===== config.mk =====
export PLATFORM = sky130hd
export DESIGN_NAME = tun_cell
export DESIGN_NICKNAME = d
export VERILOG_FILES = /design/src/rtl/core/tun_pkg.sv /design/src/rtl/core/tun_cell.sv
export SDC_FILE = /design/constraint.sdc
export NUM_CORES = 2
export LEC_CHECK = 0
export BUFFER_PORTS_ARGS = -buffer_cell sky130_fd_sc_hd__buf_4
export CORE_AREA = 2 2 604 606
export CTS_CLUSTER_DIAMETER = 60
export CTS_CLUSTER_SIZE = 40
export DETAILED_ROUTE_END_ITERATION = 8
export DIE_AREA = 0 0 606 608
export PLACE_DENSITY = 0.43
export RECOVER_POWER = 100
export SKIP_LAST_GASP = 1
export SLEW_MARGIN = 5
export SYNTH_ARGS = -nofsm -noshare
export SYNTH_HDL_FRONTEND = slang
export SYNTH_SLANG_ARGS = --single-unit

===== constraint.sdc =====
create_clock -name clk -period 13 [get_ports clk]
set_input_delay 2.6 -clock clk [delete_from_list [all_inputs] [get_ports clk]]
set_output_delay 2.6 -clock clk [all_outputs]
set_load 0.01 [all_outputs]

===== src/rtl/core/tun_pkg.sv =====
// shared widths and word types for the triangle unit normal block
package tun_pkg;

  // coordinate and fraction widths
  localparam int CW = 16;
  localparam int F = 14;

  // edge, product, cross magnitude, square and sum widths
  localparam int EW = CW + 1;
  localparam int PW = 2 * EW;
  localparam int MAGW = 2 * EW - 1;
  localparam int SQW = 2 * MAGW;
  localparam int SW = SQW + 2;

  // residual width of the root cells, quotient and output widths
  localparam int DW = SW + 2 * F + 6;
  localparam int QW = F + 1;
  localparam int OW = F + 2;

  // front pipeline depth
  localparam int FRONT_STAGES = 6;

  typedef logic signed [CW-1:0] coord_t;

  // one component lane inside the cell row
  typedef struct packed {
    logic signed [DW-1:0] d;
    logic signed [DW-1:0] ps;
    logic [QW-1:0] q;
    logic neg;
  } lane_t;

  // word handed from cell to cell
  typedef struct packed {
    logic degen;
    logic [DW-1:0] ss;
    lane_t [2:0] lane;
  } cell_t;

endpackage


===== src/rtl/core/tun_cell.sv =====
// one quotient bit of the rounded unit normal, three lanes wide
module tun_cell (
  input  logic           clk,
  input  logic           rst,
  input  logic           in_valid,
  input  tun_pkg::cell_t in_word,
  output logic           out_valid,
  output tun_pkg::cell_t out_word
);

  logic signed [tun_pkg::DW-1:0] trial [3];
  logic signed [tun_pkg::DW-1:0] ps_new [3];
  logic take [3];
  tun_pkg::cell_t nxt;

  // trial subtract of the odd square step, keep on non-negative
  always_comb begin
    nxt = in_word;
    nxt.ss = in_word.ss >> 2;
    for (int i = 0; i < 3; i++) begin
      trial[i] = in_word.lane[i].d - in_word.lane[i].ps - $signed(in_word.ss);
      take[i] = !trial[i][tun_pkg::DW-1];
      ps_new[i] = take[i] ? in_word.lane[i].ps + $signed(in_word.ss << 1)
                          : in_word.lane[i].ps;
      nxt.lane[i].d = take[i] ? trial[i] : in_word.lane[i].d;
      nxt.lane[i].ps = ps_new[i] >>> 1;
      nxt.lane[i].q = {in_word.lane[i].q[tun_pkg::QW-2:0], take[i]};
    end
  end

  always_ff @(posedge clk) begin
    if (rst) begin
      out_valid <= 1'b0;
    end else begin
      out_valid <= in_valid;
    end
  end

  always_ff @(posedge clk) begin
    out_word <= nxt;
  end

endmodule


== Word-level counts from Yosys, hierarchy flattened ==
Cells that the tools add are included.

* Register bits after elaboration: 759
* Output and inout port bits: 764
* Word-level logic and storage cells: 36

* Add/subtract/negate cells: 9
* Muxes and demuxes: 6
* Reduce and logical (&&, ||, !) cells: 3

{| class="wikitable"
|+ Operators by type and width
! operator !! number
|-
| $sub A102 B102 Y102 || 6
|-
| $add A102 B102 Y102 || 3
|-
| $mux W102 || 3
|-
| $mux W101 || 3
|-
| $logic_not A1 Y1 || 3
|}

== Depth between registers and ports, before layout ==
* Depth after elaboration: 3
* Mapped depth: 20

== Worst setup path before layout ==
No wires, ideal clock.

* Path type: input-to-reg
* Start: in in_word[16] in the netlist's numbering
* End: reg out_word[212] in the netlist's numbering
* Setup time: 0.115 ns
* Data arrival time: 6.473 ns
* Required time: 12.885 ns
* Setup slack: 6.411 ns
* Stages: 18
* Path through: inv_1 > fa_1 > inv_1 > ha_1 > or2_2 > fa_1 > a21oi_1 > o22a_1 > o21ai_0 > a31o_2 > a211oi_1 > o21ai_1 > a21o_1 > a31oi_1 > o311ai_0 > nand3_1 > nand3_1 > a31o_1

{| class="wikitable"
|+ RTL lines
! item !! line !! source
|-
| start, declared || tun_cell.sv:6 || <nowiki>input tun_pkg::cell_t in_word,</nowiki>
|-
| end signal, assigned || tun_cell.sv:40 || <nowiki>out_word <= nxt;</nowiki>
|-
| end, declared || tun_cell.sv:8 || <nowiki>output tun_pkg::cell_t out_word</nowiki>
|}

==> metrics.md <==
| Metric | Value |
|---|---|
| Cell area power density | `roughly 190 nW/um2` |
| Gr ovfl total | `0` |
| DRC Markers | `0` |
| HP Start | `in_word[762]` |
| Post-Syn Instances | `~8500` |
| Setup crit end kind | `register` |
| Post-CTS setup buffer count | `0` |
| CTS hold repair buffers | `0` |
| Total Neg Setup Slack | `0 ps` |
| Port Buffers | `1524` |
| Post-DR wirelength/cell | `32.06 um` |
| Final worst path period share | `84.96%` |
| Avg Inst Size Synth | `between 7 and 8 um2` |
| Area growth syn-to-layout | `27.57%` |
| Initial antenna violation count | `167` |
| Root Buffer | `clkbuf_16` |
| Leak | `36.60 nW` |
| GPL Wtd Cong | `slightly below 1` |
| Vias per cell | `4.763` |
| # Max-Cap Violations | `3` |
| Failing checks | `max-capacitance violations, max-slew violations` |
| Routed Antenna Nets | `0` |
| VDD IR-drop max | `0.1152 mV` |
| Post-DP HPWL | `418400 um` |
| Dominant synthesized flop cell | `dfxtp_1` |
| CTS sink cnt | `~760` |
| FF+latch count, synth | `759` |
| Fraction of layout cells with a size suffix above 1 | `10.56%` |
| Post-CTS Resized | `0` |
| Pwr Total | `~16 mW` |
| Final wirelength | `475000 um` |
| Total CTS buffers | `about 150` |
| Clock Pin Slew Worst Setup and Hold Paths | `70 ps` |
| H-tree depth | `4` |
| Hold Vio Cnt, Final | `0` |
| Crit path max fanout | `131` |
| Fin. max-slew vios | `70` |
| Total track usage | `24.79%` |
| Hold-critical path depth | `1` |
| Yosys warns | `0` |
| Synth unique cells | `89` |
| 1st-iter DRT viols | `5938` |
| Hold crit path type | `in2reg` |
| CTS max path bufs | `4` |
| Crit path DAT | `11710 ps` |
| Setup crit start kind | `input port` |
| Worst path required time | `13660 ps` |
| Final setup violation count | `0` |
| Synth Cell Area | `~66000 um2` |
| Maximum clock rate | `90.54 MHz` |
| Synth async-reset ratio | `0%` |
| EDFF count, synth | `0` |
| Number of global-route vias before repair | `69350` |
| Status | `finished, violations left` |
| Tmin final | `roughly 11000 ps` |
| Hold Path Sink | `out_word[762]` |
| Post-synthesis sequential area ratio | `22.89%` |
| Die span in y | `608 um` |
| Full die area | `368400 um2` |
| Max transition margin | `-19.27%` |
| Detailed-route via count | `70560` |
| Initial core utilization | `18.35%` |
| Total number of placement rows | `221` |
| CTS tree | `done` |
| RSZ-0062 raised after global routing | `false` |
| Layout Nets | `11510` |
| 1st-pass router iterations | `8` |
| Worst-margin pin slew | `1789 ps` |
| Floorplan die width | `606 um` |
| Largest net degree at the start of global routing | `155` |
| Ports | `1530` |
| Setup CP Type | `in2reg` |
| First-pass GRT wire length | `621200 um` |
| Total core area | `361700 um2` |
==> metal layers <==
metal,part of all wire [%],GRT usage (%),vias up
met4,6.2,13.81,30
li1,-,-,32800
met2,48,42.14,2900
met3,6.9,5.026,706
met5,0.044,0,-
met1,39,28.96,34130
==> registers in the layout, summed over array words and instances (netlist names) <==
| signal | flops |
|---|---|
| out_valid | 1 |
| out_word | 758 |
==> synthesized netlist by cell type, types with 17 or more instances <==
cell / count / area [um2]
nand2_1: 1137 / 4268
o21ai_0: 855 / 4279
a21oi_1: 774 / 3874
dfxtp_1: 759 / 15190
ha_1: 609 / 7620
inv_1: 597 / 2241
a21o_1: 387 / 2905
nor2_1: 378 / 1419
xnor2_1: 360 / 3153
clkbuf_1: 332 / 1246
fa_1: 306 / 6126
xor2_1: 217 / 1901
nand4_1: 211 / 1320
o21bai_1: 176 / 1321
nand3_1: 139 / 695.7
o21ai_1: 120 / 600.6
nor3_1: 114 / 570.6
a31oi_1: 88 / 550.5
buf_2: 67 / 335.3
and3_1: 57 / 356.6
o21a_1: 57 / 427.9
o31ai_1: 57 / 427.9
nor2b_1: 56 / 350.3
and2_1: 54 / 337.8
o211ai_1: 47 / 352.8
a211oi_1: 44 / 330.3
a21boi_0: 41 / 307.8
nand2b_1: 41 / 256.5
or3_1: 35 / 219.0
a221oi_1: 27 / 236.5
or2_2: 27 / 168.9
nor4_1: 24 / 150.1
o221ai_1: 23 / 201.4
o41ai_1: 18 / 157.7
and4_1: 17 / 148.9
==> worst max-delay path, stage by stage <==
cell and delay, ps:
clkbuf_1 430, inv_1 320, fa_1 500, ha_1 460, nand2_1 340, nor2_1 180, o21ai_0 500, o31ai_1 1370
nand4_1 960, a2111oi_4 1070, o31a_1 260, o21bai_1 190, o41ai_4 480, xor2_1 480, buf_12 440, buf_4 540
o21ai_0 260
==> cell families (layout without fill, tap and decap cells) <==
group	after synthesis	count (layout)	share of synthesized area (%)
other cells	1	71	0.005650
xor+xnor	578	578	7.638
fa+ha+maj	915	915	20.71
simple gates	2333	2333	15.98
compound gates	2877	2877	26.32
buf+inv	1029	2470	6.147
flops	759	759	22.89
mux	19	19	0.3110
==> layout by cell type (no fill, tap or decap), types with 151 or more instances in the layout <==
master and instances:
nand2_1 1137, o21ai_0 961, clkbuf_1 885, a21oi_1 774, dfxtp_1 759, buf_4 667
ha_1 609, inv_1 597, a21o_1 387, nor2_1 378, xnor2_1 360, fa_1 306
xor2_1 218, nand4_1 211, o21bai_1 177, clkbuf_16 151
==> metrics by stage <==
stage	util [%]	hold slack (ps)	instances	area [um2]	worst slack [ps]
finish	23.41	1865	14820	84680	1955
detailed placement	22.88	2706	14480	82740	2967
CTS	24.30	1752	14750	87870	3906
global route	23.40	1802	14800	84630	1890
global placement	22.88	2704	14480	82740	2934
floorplan	-	2628	8512	66380	6411
==> final cells by class <==
cell class	instances	area (um2)
antenna	69	172.7
tap	4794	5998
timing repair buffer	1599	8792
fill	41030	277000
clock inverter	105	1210
inverter	600	2260
sequential	759	15190
clock buffer	166	3925
multi-input combinational	6724	47130
==> how the worst max path moves through the flow <==
stage                                to    startpoint  slack (ps)
after floorplan           out_word[212]   in_word[16]        6410
after global placement     out_word[26]  in_word[670]        2930
after detailed placement   out_word[26]  in_word[670]        2970
after CTS                  out_word[26]  in_word[670]        3910
after global routing      out_word[344]  in_word[665]        1890
final                     out_word[118]  in_word[670]        1960
==> where the power goes <==
group / switching [mW] / internal [mW]
Sequential: 0.520 / 3.32
Clock: 1.70 / 2.46
Combinational: 5.64 / 2.32
Total: 7.86 / 8.10
(Power assumes the default switching activity.)
